--- src/hdl/sctf_pkg.sv ---
`default_nettype none
package sctf_pkg;

  // timer geometry
  localparam int TIMER_BITS   = 24;
  localparam int TIMEOUT_MULT = 64;
  localparam int WIDE_W       = TIMER_BITS + 9 + 14;

  // field widths
  localparam int KIND_W   = 2;
  localparam int CODE_W   = 10;
  localparam int ACT_W    = 3;
  localparam int PHASE_W  = 3;
  localparam int T1_W     = 14;
  localparam int T2_W     = 17;
  localparam int T4_W     = 17;
  localparam int LIG_W    = 20;
  localparam int CFG_W    = 20;
  localparam int CFG_IDX_W = 2;

  // results per transaction and queue depth
  localparam int MAX_RES = 4;
  localparam int IDX_W   = $clog2(MAX_RES);
  localparam int CNT_W   = $clog2(MAX_RES + 1);
  localparam int Q_DEPTH = 4;
  localparam int QPTR_W  = $clog2(Q_DEPTH);
  localparam int QCNT_W  = $clog2(Q_DEPTH + 1);

  // input kinds
  localparam logic [KIND_W-1:0] KIND_START = 2'd0;
  localparam logic [KIND_W-1:0] KIND_RESP  = 2'd1;
  localparam logic [KIND_W-1:0] KIND_TICK  = 2'd2;

  // actions
  localparam logic [ACT_W-1:0] ACT_SEND_REQ = 3'd0;
  localparam logic [ACT_W-1:0] ACT_SEND_ACK = 3'd1;
  localparam logic [ACT_W-1:0] ACT_PASS     = 3'd2;
  localparam logic [ACT_W-1:0] ACT_TIMEOUT  = 3'd3;
  localparam logic [ACT_W-1:0] ACT_FAIL     = 3'd4;
  localparam logic [ACT_W-1:0] ACT_TERM     = 3'd5;

  // transaction phases
  localparam logic [PHASE_W-1:0] PH_IDLE = 3'd0;
  localparam logic [PHASE_W-1:0] PH_CALL = 3'd1;
  localparam logic [PHASE_W-1:0] PH_PROC = 3'd2;
  localparam logic [PHASE_W-1:0] PH_COMP = 3'd3;
  localparam logic [PHASE_W-1:0] PH_TERM = 3'd4;

  // register indexes
  localparam logic [CFG_IDX_W-1:0] REG_T1  = 2'd0;
  localparam logic [CFG_IDX_W-1:0] REG_T2  = 2'd1;
  localparam logic [CFG_IDX_W-1:0] REG_T4  = 2'd2;
  localparam logic [CFG_IDX_W-1:0] REG_LIG = 2'd3;

  localparam logic [WIDE_W-1:0] TMAX_W = (WIDE_W'(1) << TIMER_BITS) - WIDE_W'(1);

  typedef struct packed {
    logic                 we;
    logic [CFG_IDX_W-1:0] idx;
    logic [CFG_W-1:0]     data;
  } cfg_wr_t;

  // all results of one transaction
  typedef struct packed {
    logic [CNT_W-1:0]              cnt;
    logic [MAX_RES-1:0][ACT_W-1:0] acts;
    logic [CODE_W-1:0]             code;
    logic [PHASE_W-1:0]            phase;
  } bundle_t;

  function automatic logic [TIMER_BITS-1:0] sat(input logic [WIDE_W-1:0] v);
    return (v > TMAX_W) ? TMAX_W[TIMER_BITS-1:0] : v[TIMER_BITS-1:0];
  endfunction

endpackage
`default_nettype wire

--- src/hdl/sctf_in_if.sv ---
`default_nettype none
interface sctf_in_if;
  logic                        valid;
  logic                        ready;
  logic [sctf_pkg::KIND_W-1:0] kind;
  logic                        is_invite;
  logic                        unreliable;
  logic [sctf_pkg::CODE_W-1:0] status_code;
  logic                        send_failed;

  modport source (output valid, kind, is_invite, unreliable, status_code, send_failed,
                  input ready);
  modport sink (input valid, kind, is_invite, unreliable, status_code, send_failed,
                output ready);
endinterface
`default_nettype wire

--- src/hdl/sctf_out_if.sv ---
`default_nettype none
interface sctf_out_if;
  logic                         valid;
  logic                         ready;
  logic [sctf_pkg::ACT_W-1:0]   action;
  logic [sctf_pkg::CODE_W-1:0]  code_out;
  logic [sctf_pkg::PHASE_W-1:0] phase;
  logic                         last;

  modport source (output valid, action, code_out, phase, last, input ready);
  modport sink (input valid, action, code_out, phase, last, output ready);
endinterface
`default_nettype wire

--- src/hdl/sctf_front.sv ---
`default_nettype none
module sctf_front (
  input  logic              clk,
  input  logic              rst_n,
  input  sctf_pkg::cfg_wr_t cfg,
  sctf_in_if.sink           in_ch,
  input  logic              q_full,
  output logic              push,
  output sctf_pkg::bundle_t bundle
);
  import sctf_pkg::*;

  // configuration
  logic [T1_W-1:0]  t1_r;
  logic [T2_W-1:0]  t2_r;
  logic [T4_W-1:0]  t4_r;
  logic [LIG_W-1:0] lig_r;

  // transaction state
  logic [PHASE_W-1:0]    phase_r, phase_nxt;
  logic                  inv_r, inv_nxt;
  logic                  unrel_r, unrel_nxt;
  logic [TIMER_BITS-1:0] rint_r, rint_nxt;
  logic [TIMER_BITS-1:0] rcnt_r, rcnt_nxt;
  logic                  ract_r, ract_nxt;
  logic [TIMER_BITS-1:0] tcnt_r, tcnt_nxt;
  logic                  tact_r, tact_nxt;

  // step scratch
  logic [CNT_W-1:0]              n_c;
  logic [MAX_RES-1:0][ACT_W-1:0] acts_c;
  logic [CODE_W-1:0]             code_c;
  logic                          term_c;
  logic                          comp_c;
  logic [WIDE_W-1:0]             lin_c;
  logic [WIDE_W-1:0]             t1e_w;
  logic [WIDE_W-1:0]             t2e_w;
  logic [WIDE_W-1:0]             dbl_w;
  logic [TIMER_BITS-1:0]         tdec_c;
  logic [TIMER_BITS-1:0]         rdec_c;
  logic [TIMER_BITS-1:0]         nint_c;
  logic                          prov_c, ok_c, fail_c;
  logic                          sf_c;
  logic                          acc;

  assign in_ch.ready = !q_full;
  assign acc         = in_ch.valid && in_ch.ready;
  assign sf_c        = in_ch.send_failed;

  assign t1e_w  = (t1_r == '0) ? WIDE_W'(1) : WIDE_W'(t1_r);
  assign t2e_w  = (t2_r == '0) ? WIDE_W'(1) : WIDE_W'(t2_r);
  assign dbl_w  = WIDE_W'({rint_r, 1'b0});
  assign tdec_c = (tcnt_r != '0) ? tcnt_r - 1'b1 : '0;
  assign rdec_c = (rcnt_r != '0) ? rcnt_r - 1'b1 : '0;

  assign prov_c = (in_ch.status_code >= CODE_W'(100)) && (in_ch.status_code <= CODE_W'(199));
  assign ok_c   = (in_ch.status_code >= CODE_W'(200)) && (in_ch.status_code <= CODE_W'(299));
  assign fail_c = (in_ch.status_code >= CODE_W'(300)) && (in_ch.status_code <= CODE_W'(699));

  // next retransmit interval after a resend
  always_comb begin
    if (inv_r) begin
      nint_c = sat(dbl_w);
    end else if (phase_r == PH_CALL) begin
      nint_c = sat((dbl_w < t2e_w) ? dbl_w : t2e_w);
    end else begin
      nint_c = sat(t2e_w);
    end
    if (nint_c == '0) nint_c = TIMER_BITS'(1);
  end

  // classify the transaction and work out the state step and its actions
  always_comb begin
    phase_nxt = phase_r;
    inv_nxt   = inv_r;
    unrel_nxt = unrel_r;
    rint_nxt  = rint_r;
    rcnt_nxt  = rcnt_r;
    ract_nxt  = ract_r;
    tcnt_nxt  = tcnt_r;
    tact_nxt  = tact_r;
    n_c       = '0;
    acts_c    = '0;
    code_c    = '0;
    term_c    = 1'b0;
    comp_c    = 1'b0;
    lin_c     = '0;
    case (in_ch.kind)
      KIND_START: begin
        if (phase_r == PH_IDLE || phase_r == PH_TERM) begin
          inv_nxt   = in_ch.is_invite;
          unrel_nxt = in_ch.unreliable;
          phase_nxt = PH_CALL;
          ract_nxt  = 1'b0;
          tact_nxt  = 1'b0;
          acts_c[n_c[IDX_W-1:0]] = ACT_SEND_REQ;
          n_c = n_c + 1'b1;
          if (sf_c) begin
            acts_c[n_c[IDX_W-1:0]] = ACT_FAIL;
            n_c = n_c + 1'b1;
            term_c = 1'b1;
          end else begin
            rint_nxt = sat(t1e_w);
            rcnt_nxt = sat(t1e_w);
            ract_nxt = in_ch.unreliable;
            tcnt_nxt = sat(t1e_w * WIDE_W'(TIMEOUT_MULT));
            tact_nxt = 1'b1;
          end
        end
      end
      KIND_RESP: begin
        if (prov_c || ok_c || fail_c) begin
          if (phase_r == PH_COMP) begin
            // resend the ACK for a repeated final failure
            if (inv_r && fail_c) begin
              acts_c[n_c[IDX_W-1:0]] = ACT_SEND_ACK;
              n_c = n_c + 1'b1;
              if (sf_c) begin
                acts_c[n_c[IDX_W-1:0]] = ACT_FAIL;
                n_c = n_c + 1'b1;
                term_c = 1'b1;
              end
            end
          end else if (phase_r == PH_CALL || phase_r == PH_PROC) begin
            acts_c[n_c[IDX_W-1:0]] = ACT_PASS;
            n_c    = n_c + 1'b1;
            code_c = in_ch.status_code;
            if (inv_r) begin
              ract_nxt = 1'b0;
              if (prov_c) begin
                phase_nxt = PH_PROC;
                tact_nxt  = 1'b0;
              end else if (ok_c) begin
                term_c = 1'b1;
              end else begin
                acts_c[n_c[IDX_W-1:0]] = ACT_SEND_ACK;
                n_c = n_c + 1'b1;
                if (sf_c) begin
                  acts_c[n_c[IDX_W-1:0]] = ACT_FAIL;
                  n_c = n_c + 1'b1;
                  term_c = 1'b1;
                end else begin
                  comp_c = 1'b1;
                  lin_c  = unrel_r ? WIDE_W'(lig_r) : '0;
                end
              end
            end else begin
              if (prov_c) begin
                phase_nxt = PH_PROC;
              end else begin
                comp_c = 1'b1;
                lin_c  = unrel_r ? WIDE_W'(t4_r) : '0;
              end
            end
          end
        end
      end
      KIND_TICK: begin
        if (phase_r == PH_COMP) begin
          // linger countdown
          if (tact_r) begin
            tcnt_nxt = tdec_c;
            if (tdec_c == '0) term_c = 1'b1;
          end
        end else if (phase_r == PH_CALL || phase_r == PH_PROC) begin
          if (tact_r) tcnt_nxt = tdec_c;
          if (ract_r) rcnt_nxt = rdec_c;
          if (tact_r && tdec_c == '0) begin
            acts_c[n_c[IDX_W-1:0]] = ACT_TIMEOUT;
            n_c = n_c + 1'b1;
            term_c = 1'b1;
          end else if (ract_r && rdec_c == '0) begin
            acts_c[n_c[IDX_W-1:0]] = ACT_SEND_REQ;
            n_c = n_c + 1'b1;
            if (sf_c) begin
              acts_c[n_c[IDX_W-1:0]] = ACT_FAIL;
              n_c = n_c + 1'b1;
              term_c = 1'b1;
            end else begin
              rint_nxt = nint_c;
              rcnt_nxt = nint_c;
            end
          end
        end
      end
      default: begin
      end
    endcase

    // enter Completed, or terminate at once on zero linger
    if (comp_c) begin
      ract_nxt = 1'b0;
      tact_nxt = 1'b0;
      if (lin_c == '0) begin
        term_c = 1'b1;
      end else begin
        phase_nxt = PH_COMP;
        tcnt_nxt  = sat(lin_c);
        tact_nxt  = 1'b1;
      end
    end

    // terminate: always the final action
    if (term_c) begin
      phase_nxt = PH_TERM;
      ract_nxt  = 1'b0;
      tact_nxt  = 1'b0;
      acts_c[n_c[IDX_W-1:0]] = ACT_TERM;
      n_c = n_c + 1'b1;
    end
  end

  assign push         = acc && (n_c != '0);
  assign bundle.cnt   = n_c;
  assign bundle.acts  = acts_c;
  assign bundle.code  = code_c;
  assign bundle.phase = phase_nxt;

  // configuration writes
  always_ff @(posedge clk) begin
    if (!rst_n) begin
      t1_r  <= T1_W'(500);
      t2_r  <= T2_W'(4000);
      t4_r  <= T4_W'(5000);
      lig_r <= LIG_W'(32000);
    end else if (cfg.we) begin
      case (cfg.idx)
        REG_T1:  t1_r  <= cfg.data[T1_W-1:0];
        REG_T2:  t2_r  <= cfg.data[T2_W-1:0];
        REG_T4:  t4_r  <= cfg.data[T4_W-1:0];
        REG_LIG: lig_r <= cfg.data[LIG_W-1:0];
        default: begin
        end
      endcase
    end
  end

  // advance the transaction state on every accepted item
  always_ff @(posedge clk) begin
    if (!rst_n) begin
      phase_r <= PH_IDLE;
      inv_r   <= 1'b0;
      unrel_r <= 1'b0;
      rint_r  <= '0;
      rcnt_r  <= '0;
      ract_r  <= 1'b0;
      tcnt_r  <= '0;
      tact_r  <= 1'b0;
    end else if (acc) begin
      phase_r <= phase_nxt;
      inv_r   <= inv_nxt;
      unrel_r <= unrel_nxt;
      rint_r  <= rint_nxt;
      rcnt_r  <= rcnt_nxt;
      ract_r  <= ract_nxt;
      tcnt_r  <= tcnt_nxt;
      tact_r  <= tact_nxt;
    end
  end

endmodule
`default_nettype wire

--- src/hdl/sctf_queue.sv ---
`default_nettype none
module sctf_queue (
  input  logic              clk,
  input  logic              rst_n,
  input  logic              push,
  input  sctf_pkg::bundle_t wdata,
  output logic              full,
  input  logic              pop,
  output logic              avail,
  output sctf_pkg::bundle_t rdata
);
  import sctf_pkg::*;

  bundle_t           mem [Q_DEPTH];
  logic [QPTR_W-1:0] wr_r, wr_nxt;
  logic [QPTR_W-1:0] rd_r, rd_nxt;
  logic [QCNT_W-1:0] cnt_r, cnt_nxt;

  assign full  = (cnt_r == QCNT_W'(Q_DEPTH));
  assign avail = (cnt_r != '0);
  assign rdata = mem[rd_r];

  // pointer and fill count update
  always_comb begin
    wr_nxt  = wr_r;
    rd_nxt  = rd_r;
    cnt_nxt = cnt_r;
    if (push) begin
      wr_nxt  = (wr_r == QPTR_W'(Q_DEPTH - 1)) ? '0 : wr_r + 1'b1;
      cnt_nxt = cnt_nxt + 1'b1;
    end
    if (pop) begin
      rd_nxt  = (rd_r == QPTR_W'(Q_DEPTH - 1)) ? '0 : rd_r + 1'b1;
      cnt_nxt = cnt_nxt - 1'b1;
    end
  end

  always_ff @(posedge clk) begin
    if (!rst_n) begin
      wr_r  <= '0;
      rd_r  <= '0;
      cnt_r <= '0;
    end else begin
      wr_r  <= wr_nxt;
      rd_r  <= rd_nxt;
      cnt_r <= cnt_nxt;
    end
  end

  // store the transaction bundle
  always_ff @(posedge clk) begin
    if (push) mem[wr_r] <= wdata;
  end

endmodule
`default_nettype wire

--- src/hdl/sctf_back.sv ---
`default_nettype none
module sctf_back (
  input  logic              clk,
  input  logic              rst_n,
  input  logic              q_avail,
  input  sctf_pkg::bundle_t q_data,
  output logic              q_pop,
  sctf_out_if.source        out_ch
);
  import sctf_pkg::*;

  bundle_t          cur_r;
  logic [IDX_W-1:0] idx_r;
  logic             busy_r;
  logic             fire;
  logic             is_last;

  assign is_last = (CNT_W'(idx_r) == cur_r.cnt - 1'b1);
  assign fire    = out_ch.valid && out_ch.ready;
  assign q_pop   = q_avail && (!busy_r || (fire && is_last));

  // drive the current result
  assign out_ch.valid    = busy_r;
  assign out_ch.action   = cur_r.acts[idx_r];
  assign out_ch.code_out = (cur_r.acts[idx_r] == ACT_PASS) ? cur_r.code : '0;
  assign out_ch.phase    = cur_r.phase;
  assign out_ch.last     = is_last;

  // load the next bundle or advance within the current one
  always_ff @(posedge clk) begin
    if (!rst_n) begin
      busy_r <= 1'b0;
      idx_r  <= '0;
    end else if (q_pop) begin
      busy_r <= 1'b1;
      idx_r  <= '0;
    end else if (fire) begin
      if (is_last) begin
        busy_r <= 1'b0;
      end else begin
        idx_r <= idx_r + 1'b1;
      end
    end
  end

  always_ff @(posedge clk) begin
    if (q_pop) cur_r <= q_data;
  end

endmodule
`default_nettype wire

--- src/hdl/sip_client_transaction_fsm_unit.sv ---
`default_nettype none
// SIP client transaction engine. Feed it start, response and one-millisecond
// tick transactions; it returns one to four actions per transaction (send
// request, send ACK, pass response, timeout, send failure, terminated), one
// per cycle while the output is ready, the last one flagged. The front stage
// takes a transaction in every cycle while the queue is not full and updates
// the transaction state in that cycle; a four-entry queue of action bundles
// sits before the output stage, so the actions of each transaction leave the
// single output port one after another. Items causing no action produce
// nothing. The user must write timer registers through cfg_we/cfg_idx/cfg_data
// only while the block is idle; the block itself does not enforce this.
module sip_client_transaction_fsm_unit (
  input  logic                           clk,
  input  logic                           rst_n,
  sctf_in_if.sink                        in_ch,
  sctf_out_if.source                     out_ch,
  input  logic                           cfg_we,
  input  logic [sctf_pkg::CFG_IDX_W-1:0] cfg_idx,
  input  logic [sctf_pkg::CFG_W-1:0]     cfg_data
);
  import sctf_pkg::*;

  cfg_wr_t cfg;
  bundle_t f_bundle;
  bundle_t q_data;
  logic    f_push;
  logic    q_full;
  logic    q_avail;
  logic    q_pop;

  assign cfg.we   = cfg_we;
  assign cfg.idx  = cfg_idx;
  assign cfg.data = cfg_data;

  sctf_front u_front (
    .clk    (clk),
    .rst_n  (rst_n),
    .cfg    (cfg),
    .in_ch  (in_ch),
    .q_full (q_full),
    .push   (f_push),
    .bundle (f_bundle)
  );

  sctf_queue u_queue (
    .clk   (clk),
    .rst_n (rst_n),
    .push  (f_push),
    .wdata (f_bundle),
    .full  (q_full),
    .pop   (q_pop),
    .avail (q_avail),
    .rdata (q_data)
  );

  sctf_back u_back (
    .clk     (clk),
    .rst_n   (rst_n),
    .q_avail (q_avail),
    .q_data  (q_data),
    .q_pop   (q_pop),
    .out_ch  (out_ch)
  );

`ifndef SYNTHESIS
  // terminated closes the transaction's actions and reports the final phase
  a_term_last: assert property (@(posedge clk) disable iff (!rst_n)
    (out_ch.valid && out_ch.action == ACT_TERM) |-> (out_ch.last && out_ch.phase == PH_TERM))
    else $error("terminated action not last or phase not terminated");

  // a taken action that is not last is followed by another
  a_more_follow: assert property (@(posedge clk) disable iff (!rst_n)
    (out_ch.valid && out_ch.ready && !out_ch.last) |=> out_ch.valid)
    else $error("action bundle cut short");
`endif

endmodule
`default_nettype wire

--- src/flat_wrapper.sv ---
// flat-port wrapper written by rule: the top's interface ports become plain ports
module sip_client_transaction_fsm_unit_flat import sctf_pkg::*;
  (clk, rst_n, cfg_we, cfg_idx, cfg_data, in_ch_valid, in_ch_kind, in_ch_is_invite, in_ch_unreliable, in_ch_status_code, in_ch_send_failed, in_ch_ready, out_ch_valid, out_ch_action, out_ch_code_out, out_ch_phase, out_ch_last, out_ch_ready);
  sctf_in_if in_ch_i ();
  sctf_out_if out_ch_i ();
  input  logic clk;
  input  logic rst_n;
  input  logic cfg_we;
  input  logic [sctf_pkg::CFG_IDX_W-1:0] cfg_idx;
  input  logic [sctf_pkg::CFG_W-1:0] cfg_data;
  input wire logic [$bits(in_ch_i.valid)-1:0] in_ch_valid;
  input wire logic [$bits(in_ch_i.kind)-1:0] in_ch_kind;
  input wire logic [$bits(in_ch_i.is_invite)-1:0] in_ch_is_invite;
  input wire logic [$bits(in_ch_i.unreliable)-1:0] in_ch_unreliable;
  input wire logic [$bits(in_ch_i.status_code)-1:0] in_ch_status_code;
  input wire logic [$bits(in_ch_i.send_failed)-1:0] in_ch_send_failed;
  output wire logic [$bits(in_ch_i.ready)-1:0] in_ch_ready;
  output wire logic [$bits(out_ch_i.valid)-1:0] out_ch_valid;
  output wire logic [$bits(out_ch_i.action)-1:0] out_ch_action;
  output wire logic [$bits(out_ch_i.code_out)-1:0] out_ch_code_out;
  output wire logic [$bits(out_ch_i.phase)-1:0] out_ch_phase;
  output wire logic [$bits(out_ch_i.last)-1:0] out_ch_last;
  input wire logic [$bits(out_ch_i.ready)-1:0] out_ch_ready;
  assign in_ch_i.valid = in_ch_valid;
  assign in_ch_i.kind = in_ch_kind;
  assign in_ch_i.is_invite = in_ch_is_invite;
  assign in_ch_i.unreliable = in_ch_unreliable;
  assign in_ch_i.status_code = in_ch_status_code;
  assign in_ch_i.send_failed = in_ch_send_failed;
  assign in_ch_ready = in_ch_i.ready;
  assign out_ch_valid = out_ch_i.valid;
  assign out_ch_action = out_ch_i.action;
  assign out_ch_code_out = out_ch_i.code_out;
  assign out_ch_phase = out_ch_i.phase;
  assign out_ch_last = out_ch_i.last;
  assign out_ch_i.ready = out_ch_ready;
  sip_client_transaction_fsm_unit u_core (.clk(clk), .rst_n(rst_n), .in_ch(in_ch_i), .out_ch(out_ch_i), .cfg_we(cfg_we), .cfg_idx(cfg_idx), .cfg_data(cfg_data));
endmodule
--- config.mk ---
export PLATFORM = sky130hd
export DESIGN_NAME = sip_client_transaction_fsm_unit_flat
export DESIGN_NICKNAME = d
export VERILOG_FILES = /design/src/hdl/sctf_pkg.sv /design/src/hdl/sctf_in_if.sv /design/src/hdl/sctf_out_if.sv /design/src/hdl/sctf_front.sv /design/src/hdl/sctf_queue.sv /design/src/hdl/sctf_back.sv /design/src/hdl/sip_client_transaction_fsm_unit.sv /design/src/flat_wrapper.sv
export SDC_FILE = /design/constraint.sdc
export NUM_CORES = 1
export LEC_CHECK = 0
export BUFFER_PORTS_ARGS = -buffer_cell sky130_fd_sc_hd__buf_2
export CELL_PAD_IN_SITES_DETAIL_PLACEMENT = 1
export CELL_PAD_IN_SITES_GLOBAL_PLACEMENT = 1
export CORE_MARGIN = 2
export CORE_UTILIZATION = 54
export CTS_BUF_LIST = sky130_fd_sc_hd__clkbuf_8
export DETAILED_ROUTE_END_ITERATION = 10
export PLACE_DENSITY_LB_ADDON = 0.1
export REMOVE_ABC_BUFFERS = 1
export SYNTH_ARGS = -nofsm -noshare
export SYNTH_HDL_FRONTEND = slang
export SYNTH_HIERARCHICAL = 1
export SYNTH_SLANG_ARGS = --single-unit
export TNS_END_PERCENT = 20
--- constraint.sdc ---
create_clock -name clk -period 14.7 [get_ports clk]
set_clock_uncertainty 0.1 [all_clocks]
set_input_delay 0.735 -clock clk [delete_from_list [all_inputs] [get_ports clk]]
set_output_delay 0.735 -clock clk [all_outputs]
set_load 0.005 [all_outputs]
==> results.md, run 1 <==
- Status: finished, final reports clean
- CP Capture Type: register
- Core area: 28500 µm²
- Largest family of logic cells by synthesized area: simple AND/OR/NAND/NOR gates
- All-Layer GR Usage: 0.334
- Yosys reg bits: 299
- Power Internal: 1.57 mW
- Share of cells above drive strength 1: 0.129
- Xor/xnor share of the synthesized area: 0.0117
- Sw Pwr: 0.757 mW
- Row count: 62
- Top cells by count, synth: 209 x nand2_1, 159 x dfxtp_1, 147 x a21oi_1
- Share of the synthesized area in the top cell type: 0.270
- Post-synthesis cell type count: 85
- Hold WC Path Type: in -> reg
- Final Critical Period: 6.61 ns
- Synth area leader: edfxtp_1
- IO Port Bufs: 60
- CP Launch Type: register
- Post-synthesis sequential area ratio: 0.475
- First-pass GRT wire length: 79.5 mm
- Slew HR: 0.210
- Initial Util: 0.545
- Max Slew Vio Count: 0
- Worst VDD drop: 65.0 µV
- Dpl hpwl: 34.8 mm
- Worst skew pair latency: 0.59 ns
- Drt drc: 0
- Clk pwr share: 0.314
- Grt total ovfl: 0
- Mapped Area: 15600 µm²
- Nets: 1738
- Final Cycle Share: 0.450
- Vias in the first global route: 13700
- Gpl congestion: 0.883
- Unrepaired setup endpoints after global routing: false
- Starting DRT DRC Count: 1336
- Crit path kind: reg -> reg
- TritonRoute pass-1 iters: 5
- P_leak: 6.15 nW
- Synth Area in Simple Gates: 0.201
- Via/cell ratio: 6.46
- Clk root buf: clkbuf_8
- Ys async rst share: 0
- Largest net degree at the start of global routing: 81
- Highest Clock Rate: 151 MHz
- Clock Pin Slew Worst Setup and Hold Paths: 0.07 ns
- Clock tree buffer depth: 3
- CTS Buf Count: 50
- Fillers: 3254
- Setup TNS: 0 ns
- Crit path DAT: 6.76 ns
- PnR worst setup slack: 8.09 ns
- Number of routed nets with antenna violations: 0
- Combinational Power Share: 0.233
- Mux share of post-synthesis cell area: 0.0549
- Die width: 174 µm
- Via count: 13500
- Drt wl/cell: 24.1 µm
- Final core occ: 0.595
- Hold Fails Final Rpt: 0
- Yosys warns: 6
- H-tree Lvls: 2
- Total Power: 2.33 mW
- Sequential Power Share: 0.453
- Critical-path maximum fanout: 15
- Cell with the most instances after synthesis: nand2_1
- Pre-CTS setup slack: 8.22 ns
- Initial antenna violation count: 1
- CTS tree: yes
- Endpoints failing setup: 0
- CP required: 14.85 ns
- # IOs: 61
- Synth Area in Adders: 0.0257
- Post-CTS sizing: 0
- Synth area leaders: edfxtp_1 27%, dfxtp_1 20%, nand2_1 5.0%, a21oi_1 4.7%, o21ai_0 3.3%
- CTS Sinks: 299
- Mean post-synth cell area: 9.41 µm²
- Sw Share: 0.325
- Pwr dens: 137 nW/µm²
- Area Overhead vs Synth: 9.24%
- Post-CTS Hold Buffers: 0
- Tightest Pin Transition: 1.18 ns
- Buffer count from post-CTS setup fixing: 0
- WL final: 50.2 mm
- Hold_ws: 0.291 ns
- Die Y: 174 µm
- Main synth FF type: dfxtp_1
- Synth Area in Compound Gates: 0.181
- Max cap viols: 0
- Die area: 30200 µm²
- Number of enable flip-flop cells after synthesis: 140
- Synth Instances: 1652
cell usage in the layout (no fill, tap or decap), types with 12 or more instances in the layout:
cell / count
nand2_1: 209
dfxtp_1: 158
a21oi_1: 146
edfxtp_1: 140
nor2_1: 128
o21ai_0: 101
inv_1: 60
buf_2: 60
clkbuf_8: 59
nor4_1: 53
nand3_1: 52
nor3_1: 49
ha_1: 32
buf_4: 28
and2_1: 26
nand4_1: 25
mux4_2: 22
a31oi_1: 22
a22oi_1: 22
and3_1: 16
o211ai_1: 16
o221ai_1: 15
xnor2_1: 13
a311oi_1: 12
area by class of cell:
type,instances,area [µm²],area share
Multi-Input combinational cell,1179,7450,0.438
Sequential cell,299,7390,0.435
Clock buffer,59,812,0.0478
Timing Repair Buffer,88,510,0.0301
Tap cell,384,480,0.0283
Inverter,46,173,0.0102
Clock inverter,31,171,0.0101
Antenna cell,2,5.00,0.000295
cells by family (layout without fill, tap and decap cells):
logic type,after synthesis,in the layout
and+or+nand+nor,641,641
AOI/OAI and AO/OA,440,440
DFF,299,299
buffers and inverters,176,224
muxes,43,43
adders and majority gates,32,32
xor gates and xnor gates,20,20
other,1,5
state kept, by name, indices dropped and copies added (netlist names), named ones only:
name,flops
u_core/u_queue/rd_r,2
u_core/u_front/phase_r,3
u_core/u_queue/mem,112
u_core/u_front/ract_r,1
u_core/u_back/out_ch.valid,1
u_core/u_front/unrel_r,1
u_core/u_front/t2_r,17
u_core/u_front/inv_r,1
u_core/u_front/t4_r,17
u_core/u_back/out_ch.phase,3
u_core/u_back/cur_r,25
u_core/u_front/lig_r,20
u_core/u_front/rint_r,24
u_core/u_front/rcnt_r,24
u_core/u_front/tcnt_r,24
u_core/u_queue/cnt_r,3
u_core/u_front/tact_r,1
u_core/u_back/idx_r,2
u_core/u_front/t1_r,14
u_core/u_queue/wr_r,2
per-stage QoR:
step                instance area (µm²)  instances
finish                            17000       2088
CTS                               17000       2086
floorplan                         15000       1524
global placement                  16000       1996
global route                      17000       2086
detailed placement                16000       1996
critical path: stages, from the launching register on:
cell	delay, ns
dfxtp_1	0.42
or4_1	0.67
nor4_1	0.51
nand3_1	0.17
a2111oi_0	0.46
or4b_4	0.56
a211oi_2	0.42
o21ai_0	0.22
and2_1	0.32
ha_1	0.32
a2111oi_0	0.09
a311oi_2	0.83
and2_1	0.78
buf_4	0.39
final timing paths:
check | start | endpoint | slack (ns) | cells past startpoint
worst max-delay path | u_core/u_front/rcnt_r[2] | u_core/u_queue/mem[3][6] | 8.09 | 13
worst min-delay path | cfg_data[19] | u_core/u_front/lig_r[19] | 0.29 | 3
worst max register to register | u_core/u_front/rcnt_r[2] | u_core/u_queue/mem[3][6] | 8.09 | 13
worst min register to register | u_core/u_front/t2_r[0] | u_core/u_front/t2_r[0] | 0.38 | 2
metal layers:
layer  up-vias  routed length, µm  track usage
met4         0               1630        0.119
met3       116               3000       0.0518
met2       502              24000        0.551
li1       6198                  -            -
met5         -                  0            0
met1      6667              21700        0.449
power groups by stage:
stage	Combinational, mW	Clock [mW]	Sequential (mW)
after floorplan	0.358	0	1.05
after global placement	0.510	0	1.06
after detailed placement	0.534	0	1.07
after CTS	0.539	0.742	1.05
after global routing	0.591	0.776	1.06
final	0.542	0.730	1.06
Note: power is estimated with default switching activity, not from simulation.
==> run 2, diff against run 1 <==
Settings changed: ABC_AREA set to 1, CORE_UTILIZATION 54 to 43.
Clock period 14.7 ns to 6.02 ns, I/O delays scaled along.
==> run 2 against run 1 <==
Against the previous run:
- critical path depth up 17
- via count up 17%
- utilization down 11 points
- sequential cell count unchanged
- synthesized area up 7.1%
- highest routed layer unchanged
==> results.md, run 2 <==
- Synth area leader: edfxtp_1
- Cell with the most instances after synthesis: nand2_1
- # IOs: 61
- Largest net degree at the start of global routing: 69
- ANT cells: 0
- Hold Fails Final Rpt: 0
- Share of cells above drive strength 1: 0.0978
- Final Cycle Share: 0.817
- Core area: 38500 µm²
- Unrepaired setup endpoints after global routing: false
- Area Overhead vs Synth: 11.3%
- Worst VDD drop: 193 µV
- All-Layer GR Usage: 0.285
- Reg with most FFs: u_core/u_queue/mem
- CP Capture Type: register
- Commonest non-fill, non-tap cells in the layout: 432 x nand2_1, 357 x nor2_1, 219 x inv_1, 207 x o21ai_0, 158 x dfxtp_1
- Top cells by count, synth: 432 x nand2_1, 358 x nor2_1, 207 x o21ai_0
- Pwr dens: 373 nW/µm²
- Synth Instances: 2234
- Multi-input logic area: 7860 µm²
- Largest registers: u_core/u_queue/mem x112, u_core/u_back/cur_r x25
- Yosys warns: 6
- Vias in the first global route: 16400
- Peak per-stage delay on the critical path: 0.55 ns
- Via/cell ratio: 5.53
- Initial Util: 0.433
- Setup TNS: 0 ns
- Max Slew Vio Count: 0
- Highest Clock Rate: 203 MHz
- Max cap viols: 0
- Synth area leaders: edfxtp_1 25%, dfxtp_1 19%, nand2_1 9.7%, nor2_1 8.1%, o21ai_0 6.2%
- Drt drc: 0
- CTS tree: yes
- CTS Buf Count: 53
- Die width: 201 µm
- Nets: 2366
- H-tree Lvls: 2
- Drt wl/cell: 20.1 µm
- Die Y: 201 µm
- Dpl hpwl: 41.1 mm
- P_leak: 7.87 nW
- Mapped Area: 16700 µm²
- Critical path's slowest cell: dlygate4sd3_1
- Ys async rst share: 0
- Grt total ovfl: 0
- Total Power: 6.91 mW
- First-pass GRT wire length: 90.6 mm
- Row count: 72
- Fillers: 4876
- CTS Sinks: 299
- Non-filler instance count after layout: 2849
- Share of the synthesized area in the top cell type: 0.252
- Clock tree buffer depth: 3
- Post-CTS sizing: 0
- Critical-path maximum fanout: 31
- Gpl congestion: 0.897
- CP Launch Type: input port
- Most used cell, CP: nand2_1
- Yosys reg bits: 299
- Post-synthesis sequential area ratio: 0.443
- Clock Pin Slew Worst Setup and Hold Paths: 0.06 ns
- Main synth FF type: dfxtp_1
- Via count: 15800
- Hold WC Path Type: in -> reg
- Final Critical Period: 4.92 ns
- Number of routed nets with antenna violations: 0
- Inst Count DP: 2724
- Commonest non-fill, non-tap cell in the layout: nand2_1
- Worst skew pair latency: 0.66 ns
- Crit path kind: in -> reg
- CP required: 6.45 ns
- WL final: 57.3 mm
- Tightest Pin Transition: 0.984 ns
- IO Port Bufs: 60
- Number of enable flip-flop cells after synthesis: 140
- Endpoints failing setup: 0
- Crit path DAT: 5.35 ns
- Max reg flops: 112
- Initial antenna violation count: 0
- Sequential cell area: 7390 µm²
- Mean post-synth cell area: 7.46 µm²
- Post-synthesis cell type count: 55
- Status: finished, final reports clean
- Die area: 40300 µm²
- Clk root buf: clkbuf_8
- Slew HR: 0.343
- TritonRoute pass-1 iters: 5
- Starting DRT DRC Count: 1068
run 2: cell count changes after synthesis, moves of 48 or more:
cell | before | now
nor2_1 | 128 | 358
nand2_1 | 209 | 432
inv_1 | 46 | 201
o21ai_0 | 101 | 207
nand3_1 | 52 | 155
nor4_1 | 54 | 4
clkbuf_1 | 107 | 59
run 2: where the power goes:
part	switching [mW]	internal, mW
clock	0.874	1.05
combinational	1.71	0.694
sequential	0.143	2.43
run 2: cells by family after synthesis:
logic type      count (synthesis)  share of synthesized area
simple gates                 1070                      0.278
compound gates                487                      0.161
buf+inv                       328                     0.0851
flops                         299                      0.443
fa+ha+maj                      32                     0.0240
xor+xnor                       16                    0.00841
other cells                     1                   0.000225
mux                             1                   0.000601
run 2: cell type report:
class | count | area share
Sequential cell | 299 | 0.399
Multi-Input combinational cell | 1609 | 0.424
Clock inverter | 33 | 0.0124
Clock buffer | 61 | 0.0453
Timing Repair Buffer | 108 | 0.0398
Inverter | 221 | 0.0448
Tap cell | 518 | 0.0350
run 2: final timing paths:
| path | start | to | slack, ns | depth (start not counted) |
|---|---|---|---|---|
| min | cfg_idx[1] | u_core/u_front/t1_r[8] | 0.07 | 4 |
| min reg2reg | u_core/u_front/lig_r[0] | u_core/u_front/lig_r[0] | 0.36 | 2 |
| max reg2reg | u_core/u_front/rcnt_r[0] | u_core/u_queue/cnt_r[2] | 1.19 | 29 |
| max | in_ch_status_code[2] | u_core/u_queue/cnt_r[2] | 1.10 | 30 |
run 2: per-stage QoR:
| step | cell area [µm²] | util | hold slack [ns] | setup WS (ns) |
|---|---|---|---|---|
| 2_1_floorplan | 16100 | - | 0.285 | 1.67 |
| 3_3_place_gp | 17200 | 0.446 | 0.339 | 1.34 |
| 3_5_place_dp | 17200 | 0.446 | 0.348 | 1.05 |
| 4_1_cts | 18500 | 0.482 | 0.0154 | 1.17 |
| 5_1_grt | 18500 | 0.482 | 0.0726 | 0.437 |
| 6_report | 18500 | 0.482 | 0.0677 | 1.10 |
run 2: worst max-delay path, delay by kind of cell:
| family | cells | cell delay, ns |
|---|---|---|
| buf+inv | 6 | 1.20 |
| fa+ha+maj | 1 | 0.20 |
| simple gates | 23 | 3.63 |
run 2: layer usage:
layer / track usage / wire, µm / up-vias
li1: - / - / 7602
met1: 0.331 / 23400 / 7685
met2: 0.515 / 29200 / 331
met3: 0.0399 / 2030 / 136
met4: 0.139 / 2630 / 0
met5: 0 / 0 / -
run 2: timing repair:
action,4_1_cts,5_1_grt
hold endpoints to repair,104,0
setup buffers,0,0
hold buffers,31,0
==> run 3, diff against run 2 <==
Settings changed: CORE_UTILIZATION 43 to 48.
Clock period 6.02 ns to 4.8 ns, I/O delays scaled along.
==> run 3 against run 2 <==
Against the previous run:
- sequential share of layout area down 0.71 points
- sequential cell count unchanged
- final area up 1.8%
- setup slack worse by 0.81 ns
- clock-buffer cell count down 3
- via count up 4.2%
- non-clock buffer count up 33
- global-route usage up 5.3 points
- register-to-register slack worse by 0.90 ns
- total power up 30%
==> results.md, run 3 (synthesis results as in run 2) <==
- Vias in the first global route: 17000
- Slew HR: 0.357
- P_leak: 8.07 nW
- CP Launch Type: register
- CP Capture Type: register
- Final Critical Period: 4.51 ns
- Share of cells above drive strength 1: 0.119
- Gpl congestion: 0.936
- Max Slew Vio Count: 0
- Pwr dens: 476 nW/µm²
- Crit path kind: reg -> reg
- CTS Sinks: 299
- Dpl hpwl: 43.3 mm
- Number of routed nets with antenna violations: 0
- CTS Buf Count: 52
- WL final: 62.0 mm
- Initial antenna violation count: 3
- Endpoints failing setup: 0
- Reg with most FFs: u_core/u_queue/mem
- Initial Util: 0.485
- Via count: 16400
- Fillers: 4380
- Worst VDD drop: 382 µV
- All-Layer GR Usage: 0.337
- Clock Pin Slew Worst Setup and Hold Paths: 0.06 ns
- Grt total ovfl: 0
- Row count: 68
- Worst skew pair latency: 0.65 ns
- Max cap viols: 0
- Most used cell, CP: nand2_1
- Area Overhead vs Synth: 13.3%
- First-pass GRT wire length: 94.4 mm
- Setup TNS: 0 ns
- Drt wl/cell: 21.9 µm
- Highest Clock Rate: 222 MHz
- Multi-input logic area: 8010 µm²
- Peak per-stage delay on the critical path: 0.33 ns
- Via/cell ratio: 5.81
- Drt drc: 0
- Sequential cell area: 7390 µm²
- Die Y: 190 µm
- Final Cycle Share: 0.939
- # IOs: 61
- Pre-CTS setup slack: 0.108 ns
- Max reg flops: 112
- Unrepaired setup endpoints after global routing: false
- Largest net degree at the start of global routing: 71
- Starting DRT DRC Count: 930
- Critical-path maximum fanout: 6
- H-tree Lvls: 2
- IO Port Bufs: 60
- Clock tree buffer depth: 3
- Clk root buf: clkbuf_8
- Critical path's slowest cell: dfxtp_1
- Die width: 190 µm
- Crit path DAT: 4.95 ns
- Commonest non-fill, non-tap cells in the layout: 428 x nand2_1, 351 x nor2_1, 217 x inv_1, 204 x o21ai_0, 159 x dfxtp_1
- Core area: 34400 µm²
- CP required: 5.24 ns
- Tightest Pin Transition: 0.959 ns
- Commonest non-fill, non-tap cell in the layout: nand2_1
- Hold Fails Final Rpt: 0
- Status: finished, final reports clean
- TritonRoute pass-1 iters: 5
- CTS tree: yes
- Die area: 36200 µm²
- Hold WC Path Type: in -> reg
- PnR worst setup slack: 0.294 ns
- Nets: 2401
- Largest registers: u_core/u_queue/mem x112, u_core/u_back/cur_r x25
[run 3: final timing paths]
| kind | from | end | slack (ns) | depth (start not counted) |
|---|---|---|---|---|
| max reg2reg | u_core/u_front/tcnt_r[0] | u_core/u_queue/cnt_r[2] | 0.29 | 32 |
| min | in_ch_status_code[4] | u_core/u_queue/mem[3][7] | 0.08 | 3 |
| max | u_core/u_front/tcnt_r[0] | u_core/u_queue/cnt_r[2] | 0.29 | 32 |
| min reg2reg | u_core/u_front/lig_r[8] | u_core/u_front/lig_r[8] | 0.36 | 2 |
[run 3: layout make-up]
| cell class | instances | area share |
|---|---|---|
| Multi-Input combinational cell | 1612 | 0.425 |
| Sequential cell | 299 | 0.392 |
| Timing Repair Buffer | 141 | 0.0528 |
| Inverter | 221 | 0.0440 |
| Clock buffer | 58 | 0.0423 |
| Tap cell | 455 | 0.0302 |
| Clock inverter | 36 | 0.0143 |
| Antenna cell | 3 | 0.000398 |
[run 3: routing by layer]
metal	track usage	routed length, µm	up-vias
met2	0.627	32300	467
li1	-	-	7699
met5	0	0	-
met1	0.375	24100	8072
met3	0.0412	2420	180
met4	0.177	3210	0
[run 3: what timing repair did]
item	in CTS	in global routing
resized for setup	0	32
hold buffers	35	0
endpoints found under the hold margin	108	0
setup endpoints to repair	0	114
setup buffers	0	9
[run 3: where the power goes]
part | switching (mW) | total, mW | internal (mW) | leakage [nW]
Combinational | 2.32 | 3.30 | 0.976 | 4.84
Clock | 1.13 | 2.45 | 1.33 | 0.619
Sequential | 0.174 | 3.22 | 3.05 | 2.62
Total | 3.62 | 8.97 | 5.35 | 8.07
[run 3: through the flow]
stage | hold WS (ns) | total power, mW | std cells | instance area (µm²) | util
global route | 0.0784 | 9.47 | 2825 | 18900 | 0.549
finish | 0.0769 | 8.97 | 2825 | 18900 | 0.549
detailed placement | 0.344 | 6.33 | 2681 | 17200 | 0.501
floorplan | 0.224 | 5.21 | 2129 | 16100 | -
global placement | 0.339 | 6.18 | 2681 | 17200 | 0.501
CTS | 0.00139 | 8.80 | 2810 | 18600 | 0.542
[run 3: critical path, delay by kind of cell (launching register included)]
kind                     cells  cell delay (ns)
flip-flops                   1             0.33
buffers and inverters        6             0.62
AO/OA/AOI/OAI                1             0.10
AND/OR/NAND/NOR             22             2.70
adder cells (fa/ha/maj)      3             0.57
